<file path="src/design/tet_pkg.sv">
// ---------------------------------------------------------------------------
// tet_pkg: shared definitions for the tagged expiry table
// Operation and status codes, field widths and parameter defaults.
// ---------------------------------------------------------------------------
`timescale 1ns / 1ps
`default_nettype none

package tet_pkg;

    // Field widths of the transaction ports
    localparam int OP_W     = 2;
    localparam int TAG_IN_W = 16;
    localparam int TIME_W   = 32;
    localparam int STATUS_W = 3;

    // Parameter defaults
    localparam int DEF_ENTRIES   = 16;
    localparam int DEF_TAG_WIDTH = 16;

    // Operation codes
    localparam logic [OP_W-1:0] OP_SET   = 2'd0;
    localparam logic [OP_W-1:0] OP_CLEAR = 2'd1;
    localparam logic [OP_W-1:0] OP_QUERY = 2'd2;
    localparam logic [OP_W-1:0] OP_TICK  = 2'd3;

    // Status codes
    localparam logic [STATUS_W-1:0] ST_OK        = 3'd0;
    localparam logic [STATUS_W-1:0] ST_FULL      = 3'd1;
    localparam logic [STATUS_W-1:0] ST_NOT_FOUND = 3'd2;
    localparam logic [STATUS_W-1:0] ST_VALID     = 3'd3;
    localparam logic [STATUS_W-1:0] ST_EXPIRED   = 3'd4;

endpackage

`default_nettype wire

</file>
<file path="src/design/tet_mem.sv">
// ---------------------------------------------------------------------------
// tet_mem: entry store of tag and deadline
// One write port and one read port, read data registered.
// ---------------------------------------------------------------------------
`timescale 1ns / 1ps
`default_nettype none

module tet_mem #(
    parameter int DEPTH  = 16,
    parameter int DATA_W = 48
) (
    input  wire logic                     aclk,
    input  wire logic                     wr_en,
    input  wire logic [$clog2(DEPTH)-1:0] wr_addr,
    input  wire logic [DATA_W-1:0]        wr_data,
    input  wire logic                     rd_en,
    input  wire logic [$clog2(DEPTH)-1:0] rd_addr,
    output logic      [DATA_W-1:0]        rd_data
);

    logic [DATA_W-1:0] mem [DEPTH];

    // Write port
    always_ff @(posedge aclk) begin
        if (wr_en) begin
            mem[wr_addr] <= wr_data;
        end
    end

    // Registered read port
    always_ff @(posedge aclk) begin
        if (rd_en) begin
            rd_data <= mem[rd_addr];
        end
    end

endmodule

`default_nettype wire

</file>
<file path="src/design/tet_ctrl.sv">
// ---------------------------------------------------------------------------
// tet_ctrl: scan sequencer of the tagged expiry table
// Walks the entry store one entry per cycle, except for a tick, then updates
// the entry, the used bits or the millisecond counter and loads the status output register.
// ---------------------------------------------------------------------------
`timescale 1ns / 1ps
`default_nettype none

module tet_ctrl #(
    parameter int ENTRIES   = tet_pkg::DEF_ENTRIES,
    parameter int TAG_WIDTH = tet_pkg::DEF_TAG_WIDTH
) (
    input  wire logic                          aclk,
    input  wire logic                          aresetn,
    input  wire logic                          s_valid,
    output logic                               s_ready,
    input  wire logic [tet_pkg::OP_W-1:0]      s_operation,
    input  wire logic [tet_pkg::TAG_IN_W-1:0]  s_tag,
    input  wire logic [tet_pkg::TIME_W-1:0]    s_duration,
    output logic                               m_valid,
    input  wire logic                          m_ready,
    output logic [tet_pkg::STATUS_W-1:0]       m_status,
    output logic                               mem_wr_en,
    output logic [$clog2(ENTRIES)-1:0]         mem_wr_addr,
    output logic [TAG_WIDTH+tet_pkg::TIME_W-1:0] mem_wr_data,
    output logic                               mem_rd_en,
    output logic [$clog2(ENTRIES)-1:0]         mem_rd_addr,
    input  wire logic [TAG_WIDTH+tet_pkg::TIME_W-1:0] mem_rd_data
);

    import tet_pkg::*;

    localparam int IDX_W = $clog2(ENTRIES);
    localparam int CNT_W = IDX_W + 1;

    localparam logic [1:0] S_IDLE = 2'd0;
    localparam logic [1:0] S_SCAN = 2'd1;
    localparam logic [1:0] S_EXEC = 2'd2;
    localparam logic [1:0] S_RESP = 2'd3;

    logic [1:0]              state_reg, state_next;
    logic [ENTRIES-1:0]      used_reg, used_next;
    logic [TIME_W-1:0]       time_reg, time_next;
    logic [OP_W-1:0]         op_reg, op_next;
    logic [TAG_WIDTH-1:0]    tag_reg, tag_next;
    logic [TIME_W-1:0]       dur_reg, dur_next;
    logic [CNT_W-1:0]        scan_cnt_reg, scan_cnt_next;
    logic                    cmp_valid_reg, cmp_valid_next;
    logic [IDX_W-1:0]        cmp_idx_reg, cmp_idx_next;
    logic                    hit_reg, hit_next;
    logic [IDX_W-1:0]        hit_idx_reg, hit_idx_next;
    logic [TIME_W-1:0]       hit_dl_reg, hit_dl_next;
    logic                    free_found_reg, free_found_next;
    logic [IDX_W-1:0]        free_idx_reg, free_idx_next;
    logic [STATUS_W-1:0]     result_reg, result_next;
    logic                    m_valid_reg, m_valid_next;
    logic [STATUS_W-1:0]     m_status_reg, m_status_next;

    logic [TAG_WIDTH-1:0]    rd_tag;
    logic [TIME_W-1:0]       rd_dl;
    logic [IDX_W-1:0]        issue_idx;
    logic                    issue_live;
    logic                    cmp_match;

    assign rd_tag     = mem_rd_data[TAG_WIDTH+TIME_W-1:TIME_W];
    assign rd_dl      = mem_rd_data[TIME_W-1:0];
    assign issue_idx  = scan_cnt_reg[IDX_W-1:0];
    assign issue_live = (scan_cnt_reg < CNT_W'(ENTRIES));
    assign cmp_match  = cmp_valid_reg && used_reg[cmp_idx_reg] && (rd_tag == tag_reg);

    assign s_ready  = (state_reg == S_IDLE);
    assign m_valid  = m_valid_reg;
    assign m_status = m_status_reg;

    // Sequence one transaction: scan, execute, respond (a tick goes straight to respond)
    always_comb begin
        state_next      = state_reg;
        used_next       = used_reg;
        time_next       = time_reg;
        op_next         = op_reg;
        tag_next        = tag_reg;
        dur_next        = dur_reg;
        scan_cnt_next   = scan_cnt_reg;
        cmp_valid_next  = 1'b0;
        cmp_idx_next    = cmp_idx_reg;
        hit_next        = hit_reg;
        hit_idx_next    = hit_idx_reg;
        hit_dl_next     = hit_dl_reg;
        free_found_next = free_found_reg;
        free_idx_next   = free_idx_reg;
        result_next     = result_reg;
        m_valid_next    = m_valid_reg;
        m_status_next   = m_status_reg;
        mem_wr_en       = 1'b0;
        mem_wr_addr     = hit_idx_reg;
        mem_wr_data     = {tag_reg, dur_reg + time_reg};
        mem_rd_en       = 1'b0;
        mem_rd_addr     = issue_idx;

        // Drop the result once the receiver takes it
        if (m_valid_reg && m_ready) begin
            m_valid_next = 1'b0;
        end

        case (state_reg)
            S_IDLE: begin
                if (s_valid) begin
                    op_next         = s_operation;
                    tag_next        = TAG_WIDTH'(s_tag);
                    dur_next        = s_duration;
                    scan_cnt_next   = '0;
                    hit_next        = 1'b0;
                    free_found_next = 1'b0;
                    if (s_operation == OP_TICK) begin
                        time_next   = time_reg + TIME_W'(1);
                        result_next = ST_OK;
                        state_next  = S_RESP;
                    end else begin
                        state_next  = S_SCAN;
                    end
                end
            end
            S_SCAN: begin
                // Issue the next read and note the lowest free entry
                if (issue_live) begin
                    mem_rd_en      = 1'b1;
                    cmp_valid_next = 1'b1;
                    cmp_idx_next   = issue_idx;
                    scan_cnt_next  = scan_cnt_reg + CNT_W'(1);
                    if (!used_reg[issue_idx] && !free_found_reg) begin
                        free_found_next = 1'b1;
                        free_idx_next   = issue_idx;
                    end
                end
                // Compare the entry read in the previous cycle
                if (cmp_match) begin
                    hit_next     = 1'b1;
                    hit_idx_next = cmp_idx_reg;
                    hit_dl_next  = rd_dl;
                    state_next   = S_EXEC;
                end else if (cmp_valid_reg && cmp_idx_reg == IDX_W'(ENTRIES - 1)) begin
                    state_next   = S_EXEC;
                end
            end
            S_EXEC: begin
                state_next = S_RESP;
                case (op_reg)
                    OP_SET: begin
                        if (hit_reg) begin
                            mem_wr_en   = 1'b1;
                            mem_wr_addr = hit_idx_reg;
                            result_next = ST_OK;
                        end else if (free_found_reg) begin
                            mem_wr_en   = 1'b1;
                            mem_wr_addr = free_idx_reg;
                            used_next[free_idx_reg] = 1'b1;
                            result_next = ST_OK;
                        end else begin
                            result_next = ST_FULL;
                        end
                    end
                    OP_CLEAR: begin
                        if (hit_reg) begin
                            used_next[hit_idx_reg] = 1'b0;
                            result_next = ST_OK;
                        end else begin
                            result_next = ST_NOT_FOUND;
                        end
                    end
                    OP_QUERY: begin
                        if (!hit_reg) begin
                            result_next = ST_NOT_FOUND;
                        end else if (hit_dl_reg > time_reg) begin
                            result_next = ST_VALID;
                        end else begin
                            result_next = ST_EXPIRED;
                        end
                    end
                    default: begin
                        result_next = ST_OK;
                    end
                endcase
            end
            S_RESP: begin
                // Load the output register once it is free
                if (!m_valid_reg || m_ready) begin
                    m_valid_next  = 1'b1;
                    m_status_next = result_reg;
                    state_next    = S_IDLE;
                end
            end
            default: begin
                state_next = S_IDLE;
            end
        endcase
    end

    // Control state
    always_ff @(posedge aclk) begin
        if (!aresetn) begin
            state_reg     <= S_IDLE;
            used_reg      <= '0;
            time_reg      <= '0;
            m_valid_reg   <= 1'b0;
            cmp_valid_reg <= 1'b0;
        end else begin
            state_reg     <= state_next;
            used_reg      <= used_next;
            time_reg      <= time_next;
            m_valid_reg   <= m_valid_next;
            cmp_valid_reg <= cmp_valid_next;
        end
    end

    // Payload and scan bookkeeping
    always_ff @(posedge aclk) begin
        op_reg         <= op_next;
        tag_reg        <= tag_next;
        dur_reg        <= dur_next;
        scan_cnt_reg   <= scan_cnt_next;
        cmp_idx_reg    <= cmp_idx_next;
        hit_reg        <= hit_next;
        hit_idx_reg    <= hit_idx_next;
        hit_dl_reg     <= hit_dl_next;
        free_found_reg <= free_found_next;
        free_idx_reg   <= free_idx_next;
        result_reg     <= result_next;
        m_status_reg   <= m_status_next;
    end

endmodule

`default_nettype wire

</file>
<file path="src/design/tagged_expiry_table.sv">
// ---------------------------------------------------------------------------
// tagged_expiry_table: tag-keyed expiry deadlines with a millisecond counter
//
// Input channel (s_valid/s_ready): one transaction carries an operation
// (set, clear, query, tick), a tag and a duration. Result channel
// (m_valid/m_ready): exactly one 3-bit status per input transaction, in order.
// Set, clear and query scan the entry store one entry per cycle through its
// single read port, then execute and respond; the scan ends early when the
// tag is found. A tick steps the counter and responds without a scan. One
// transaction is in work at a time; the status sits in an output register,
// so the next transaction is taken while it waits. A stalled receiver holds
// the status; a finished transaction then waits for the output register
// before the block takes another.
// Reset clears the used bits (table empty), the counter and the output
// valid; the entry store itself needs no clearing pass.
// Writes land in the execute step, before any read of the next transaction,
// so store accesses never overlap.
// ---------------------------------------------------------------------------
`timescale 1ns / 1ps
`default_nettype none

module tagged_expiry_table #(
    parameter int ENTRIES   = tet_pkg::DEF_ENTRIES,
    parameter int TAG_WIDTH = tet_pkg::DEF_TAG_WIDTH
) (
    input  wire logic                         aclk,
    input  wire logic                         aresetn,
    input  wire logic                         s_valid,
    output logic                              s_ready,
    input  wire logic [tet_pkg::OP_W-1:0]     s_operation,
    input  wire logic [tet_pkg::TAG_IN_W-1:0] s_tag,
    input  wire logic [tet_pkg::TIME_W-1:0]   s_duration,
    output logic                              m_valid,
    input  wire logic                         m_ready,
    output logic [tet_pkg::STATUS_W-1:0]      m_status
);

    import tet_pkg::*;

    localparam int IDX_W  = $clog2(ENTRIES);
    localparam int DATA_W = TAG_WIDTH + TIME_W;

    logic              mem_wr_en;
    logic [IDX_W-1:0]  mem_wr_addr;
    logic [DATA_W-1:0] mem_wr_data;
    logic              mem_rd_en;
    logic [IDX_W-1:0]  mem_rd_addr;
    logic [DATA_W-1:0] mem_rd_data;

    // Scan sequencer, used bits and counter
    tet_ctrl #(
        .ENTRIES   (ENTRIES),
        .TAG_WIDTH (TAG_WIDTH)
    ) u_ctrl (
        .aclk        (aclk),
        .aresetn     (aresetn),
        .s_valid     (s_valid),
        .s_ready     (s_ready),
        .s_operation (s_operation),
        .s_tag       (s_tag),
        .s_duration  (s_duration),
        .m_valid     (m_valid),
        .m_ready     (m_ready),
        .m_status    (m_status),
        .mem_wr_en   (mem_wr_en),
        .mem_wr_addr (mem_wr_addr),
        .mem_wr_data (mem_wr_data),
        .mem_rd_en   (mem_rd_en),
        .mem_rd_addr (mem_rd_addr),
        .mem_rd_data (mem_rd_data)
    );

    // Entry store of tag and deadline
    tet_mem #(
        .DEPTH  (ENTRIES),
        .DATA_W (DATA_W)
    ) u_mem (
        .aclk    (aclk),
        .wr_en   (mem_wr_en),
        .wr_addr (mem_wr_addr),
        .wr_data (mem_wr_data),
        .rd_en   (mem_rd_en),
        .rd_addr (mem_rd_addr),
        .rd_data (mem_rd_data)
    );

endmodule

`default_nettype wire

</file>
<file path="config.mk">
export PLATFORM = sky130hd
export DESIGN_NAME = tagged_expiry_table
export DESIGN_NICKNAME = d
export VERILOG_FILES = /design/src/design/tet_pkg.sv /design/src/design/tet_mem.sv /design/src/design/tet_ctrl.sv /design/src/design/tagged_expiry_table.sv
export SDC_FILE = /design/constraint.sdc
export NUM_CORES = 1
export LEC_CHECK = 0
export BUFFER_PORTS_ARGS = -buffer_cell sky130_fd_sc_hd__buf_2
export CAP_MARGIN = 20
export CORE_ASPECT_RATIO = 2
export CORE_UTILIZATION = 50
export CTS_CLUSTER_DIAMETER = 120
export DETAILED_ROUTE_END_ITERATION = 7
export HOLD_SLACK_MARGIN = 0.15
export PLACE_DENSITY_LB_ADDON = 0.2
export SLEW_MARGIN = 20
export SYNTH_ARGS = -nofsm -noshare
export SYNTH_HDL_FRONTEND = slang
export SYNTH_SLANG_ARGS = --single-unit
export TNS_END_PERCENT = 100
</file>
<file path="constraint.sdc">
create_clock -name aclk -period 5.3 [get_ports aclk]
set_input_delay 0.53 -clock aclk [delete_from_list [all_inputs] [get_ports aclk]]
set_output_delay 0.53 -clock aclk [all_outputs]
set_load 0.05 [all_outputs]
</file>
Word level (Yosys, flattened, before mapping)
Memory sizes are Yosys's and may differ from the RTL's. A register that Yosys moved wholly into a read port is not among the register bits.
Index checks and enable logic that the tools add are counted.
- add/subtract/negate cells: 3
- magnitude comparators: 8
- equal/unequal tests: 18
- multiplexer cells: 51
- bitwise operators: 3
- reductions and logical operators: 28
- operator list (cell ; count):
    two-way mux 16 bit ; 3
    adder 32 x 1 -> 32 bit, second input constant ; 1
    adder 32 bit ; 1
    greater-than comparator 32 bit ; 1
    case mux 16 bit (2 select lines) ; 1
    less-than comparator 4 x 5 -> 1 bit, second input constant ; 4
    two-way mux 1 bit ; 20
    AND reduction 3 bit ; 6
    bitwise AND 16 bit ; 1
    == test 16 bit ; 1
    two-way mux 4 bit ; 4
    NOT 16 bit ; 1
    OR 16 bit ; 1
    two-way mux 3 bit ; 5
    inequality test 2 x 1 -> 1 bit, second input constant ; 7
    two-way mux 2 bit ; 6
    two-way mux 5 bit ; 2
    case mux 5 bit (2 select lines) ; 1
    case mux 3 bit (3 select lines) ; 1
    binary-select mux 1 bit (select 4 bit) ; 2
    demux 1 bit (select 4 bit) ; 2
    == test 2 bit, second input constant ; 4
    >= comparator 4 x 1 -> 1 bit, second input constant ; 2
    case mux 2 bit (4 select lines) ; 1
    other kinds (16) ; 33
- register bits: 159
- RAM bits: 768
- output and inout bits: 5
- memories: 1
- memory list (name ; depth ; bits a word ; read ports ; clocked after memory_dff ; write ports ; RTL line ; source):
    u_mem.mem ; 16 ; 48 ; 1 ; 1 ; 1 ; tet_mem.sv:21 ; logic [DATA_W-1:0] mem [DEPTH];

Longest topological paths before layout
- word-level depth: 8
- mapped depth: 10

Cells and area by module
Synthesis repeated with hierarchy kept, for this count alone.
- cells, all modules: 2034
- area total of the unflattened synthesis: 38956.1 µm²
- modules (own cells, without submodules) (module ; instances ; cells an instance ; area each (µm²) ; sequential area each (µm²)):
    tet_mem ; 1 ; 1242 ; 30171.4 ; 24503.5
    tet_ctrl ; 1 ; 792 ; 8784.7 ; 4254.1

Worst setup path after synthesis
Ideal clock, no wire load.
- path kind: register to register
- start point: register u_ctrl.state_reg[0]
- end point: memory u_mem.mem[6][0] (enable)
- library setup time: 0.459 ns
- arrival time: 3.885 ns
- setup slack: 0.956 ns
- stages on the path, launching flop included: 10
- buffers on the path: 2
- clock period less this slack: 4.344 ns
- cell sequence: dfxtp_1 inv_1 ha_1 nand2b_1 clkbuf_1 or3_1 clkbuf_1 nor3b_2 a21oi_1 nor2b_1
- word-level cells in the longest chain between the ends: 4
- elaborated cells on any way between the ends: 5
- classes of those cells: 1 x eq/ne; 4 x mux
- RTL lines (item ; RTL line ; source):
    from (decl) ; tet_ctrl.sv:41 ; logic [1:0] state_reg, state_next;
    from (signal assigned) ; tet_ctrl.sv:207 ; state_reg <= state_next;
    == test 2 bit (*) ; tet_ctrl.sv:105 ; case (state_reg)
    two-way mux 1 bit ; tet_ctrl.sv:105 ;
    two-way mux 1 bit ; tet_mem.sv:25 ; if (wr_en) begin
    two-way mux 1 bit (not written as such) ; tet_mem.sv:26 ; mem[wr_addr] <= wr_data;
    to (decl) ; tet_mem.sv:21 ;
Mark *: on every way between the ends. The rest lies on a longest branch, timed or not.

Worst setup path after layout
- start point: register u_ctrl.time_reg[0]
- end point: memory u_mem.mem[10][28], data pin
- word-level cells in the longest chain between the ends: 1
- RTL lines (item ; RTL line ; source):
    from (decl) ; tet_ctrl.sv:43 ; logic [TIME_W-1:0] time_reg, time_next;
    from (signal assigned) ; tet_ctrl.sv:209 ; time_reg <= time_next;
    adder 32 bit ; tet_ctrl.sv:96 ; mem_wr_data = {tag_reg, dur_reg + time_reg};
    named net mem_wr_data[28] ; tagged_expiry_table.sv:45 ; logic [DATA_W-1:0] mem_wr_data;
The timed path passes the listed nets, and every way through them passes these cells.

==> impl_results.md <==
- Worst Hold Class: in -> reg
- Htree depth: 3
- Max FFs per register: 768
- Commonest non-fill, non-tap cell in the layout: edfxtp_1
- Avg Inst Size Synth: between 15 and 20 um^2
- Most flops, register: u_mem.mem
- Total power: a little over 0.02 W
- Routed Antenna Nets: 0
- Most frequent cells in the layout: edfxtp_1, mux4_2, clkbuf_16, nand2_1, ha_1
- VDD IR max: 0.420 mV
- Area of the die: 0.0801 mm^2
- Hold WS: 239 ps
- EDFF count, synth: slightly above 900
- Synth Register Bits: ~980
- Clock transition at the registers of the reported paths: approximately 60 ps
- Final hold violations: 0
- Wirelength per Cell: between 20 and 30 um
- Worst Setup End Kind: register
- GR Overflow Total: 0
- Fraction of layout cells with a size suffix above 1: 0.240
- Ys async rst share: 0
- Synthesized area: 0.0394 mm^2
- Synth-to-Final Area Change: 13.5%
- Initial DRC count: 1541
- Registers with the most flip-flops: u_mem.mem: 768 flops, u_mem.rd_data: 48 flops
- RSZ-0062 raised after global routing: false
- Via Count: 19700
- Leakage: 14.3 nW
- Buffer levels on the longest clock path: 3
- CP Cell Sequence: ha_1, inv_1, fa_1, nor2b_1, o211ai_1, a211oi_1, o21ai_0, nand3b_1, xor2_1
- Core Area: between 0.07 and 0.08 mm^2
- Port Buffers: 58
- Initial antenna violation count: 2
- CP max-delay cell: xor2_1
- Element type at the critical path start: register
- Starting Density: 0.505
- # nets final: 2310
- Setup violators final: 0
- Syn nets: ~2100
- Post-route DRC: 0
- PostCTS Resize Cnt: 0
- Die Y: 399 um
- CP top delay family: compound AO/OA/AOI/OAI gates
- Clk_lat worst skew: 660 ps
- Critical Path RT: 5610 ps
- Top-area cell type share of the netlist area: 0.703
- Pin count of the biggest net entering global routing: 130
- CTS sink cnt: 975
- Hold path cells: 3
- CP peak stage delay: 790 ps
- Largest cells by area after synthesis: edfxtp_1, mux4_2, dfxtp_1
- Slew headroom: 0.240
- Clk_skew: 21.6 ps
- CTS root buffer: clkbuf_16
- WS Path Type: reg -> reg
- Fin crit period: roughly 4000 ps
- # rows: approximately 150
- Worst r2r path cells: 9
- YS warnings: 0
- Setup_tns: 0 ps
- Post-synth cell types: 72
- Worst-Margin Slew: 1140 ps
- CP Data Arrival Time: ~4200 ps
- Max_cap viols: 0
- Gate Count Post-Synth: 2015
- Die Width: 201 um
- Drt first pass iters: 5
- Post-DP HPWL: 54.7 mm
- P per Cell Area: 453 mW/mm^2
- Total track usage: 0.234
- Primary FF master, synth: edfxtp_1
- Post-Layout Cell Count: ~3300
- Fmax: 257 MHz
- Register area share after synthesis: 0.729
- Max Slew Vio Count: 0
- CP bufs+invs: 1
- CP max FO: 16
- Vias/cell: 6.01
- # fillers: roughly 5800
- Yosys top cell by area: edfxtp_1
- Drt total wl: roughly 90 mm
- Gp weighted congestion: about 0.9
- Vias in the first global route: 20800
- Status: finished clean
- Number of top-level pins: just under 60
- CP Depth: 9
- CTS buffer count: 85
- Fin crit share: 0.735
- First-pass GRT wire length: around 140 mm
- Placed Cells: 3078
- CTS tree: done
- Ant diodes: 0
==> layout make-up <==
class / count / area [um^2] / area share
tap: 1029 / 1290 / 0.0288
clock inverter: 56 / 608 / 0.0136
inverter: 54 / 203 / 0.00453
multi-input combinational: 909 / 10400 / 0.232
timing repair buffer: 161 / 1340 / 0.0299
sequential: 975 / 28800 / 0.642
clock buffer: 98 / 2200 / 0.0491
==> report_power, final <==
part	internal (W)	switching, W	leakage [nW]	total [W]
clock	0.00354	0.00280	1.36	0.00634
sequential	0.00927	0.000353	8.76	0.00963
combinational	0.00209	0.00224	4.19	0.00433
total	0.0149	0.00539	14.3	0.0203
==> routing by layer <==
layer	wire, um	vias up	track usage
met5	0	-	0
met2	49900	602	0.431
li1	-	8562	-
met3	4250	115	0.0293
met4	2080	0	0.0671
met1	34900	10500	0.287
==> cell families after synthesis <==
family / Yosys count / share of synthesized area
simple gates: 320 / 0.0430
compound gates: 193 / 0.0319
xor+xnor: 67 / 0.0149
fa+ha+maj: 70 / 0.0224
mux: 259 / 0.145
flops: 975 / 0.729
buf+inv: 131 / 0.0138
==> worst reg2reg max path, cell delays in order, from the launching register on <==
cell and delay [ps]:
dfxtp_1 440, ha_1 250, inv_1 80, fa_1 410
nor2b_1 190, o211ai_1 200, a211oi_1 610, o21ai_0 390
nand3b_1 210, xor2_1 790
==> metrics by stage <==
stage / area (um^2) / util / setup slack, ps
floorplan: 39400 / - / 956
global placement: 41400 / 0.530 / 1560
detailed placement: 41400 / 0.531 / 1400
CTS: 44700 / 0.573 / 1330
global route: 44800 / 0.574 / 1190
finish: 44800 / 0.574 / 1400
==> cells in the mapped netlist (all sizes together) (3+ instances only) <==
library cell and instances:
xor2 14, nor2b 19, o21a 10, inv 54, nor2 60, o41ai 5
o211ai 5, o21ai 36, o2111ai 3, nand4 18, dfxtp 52, clkbuf 46
nor3 34, or3 10, nand3 31, a31oi 8, and4 7, xnor2 53
and2 30, nor4 9, a21boi 19, a21oi 56, nor3b 3, ha 69
a21o 15, a211oi 5, nand2 75, nand2b 6, buf 31, a221oi 6
o21bai 3, mux2i 10, edfxtp 923, and3 8, mux4 249, or2 5
==> timing repair <==
item,CTS,global route
hold buffers,50,0
buffers inserted,0,0
endpoints found under the hold margin,50,0
==> final timing paths <==
check                      from               endpoint  slack [ps]
max          u_ctrl.time_reg[0]      u_mem.mem[10][28]        1400
min                     m_ready         u_ctrl.m_valid         240
max reg2reg  u_ctrl.time_reg[0]      u_mem.mem[10][28]        1400
min reg2reg   u_mem.rd_data[14]  u_ctrl.hit_dl_reg[14]         420
No activity file was read; power rests on OpenSTA's default activity.
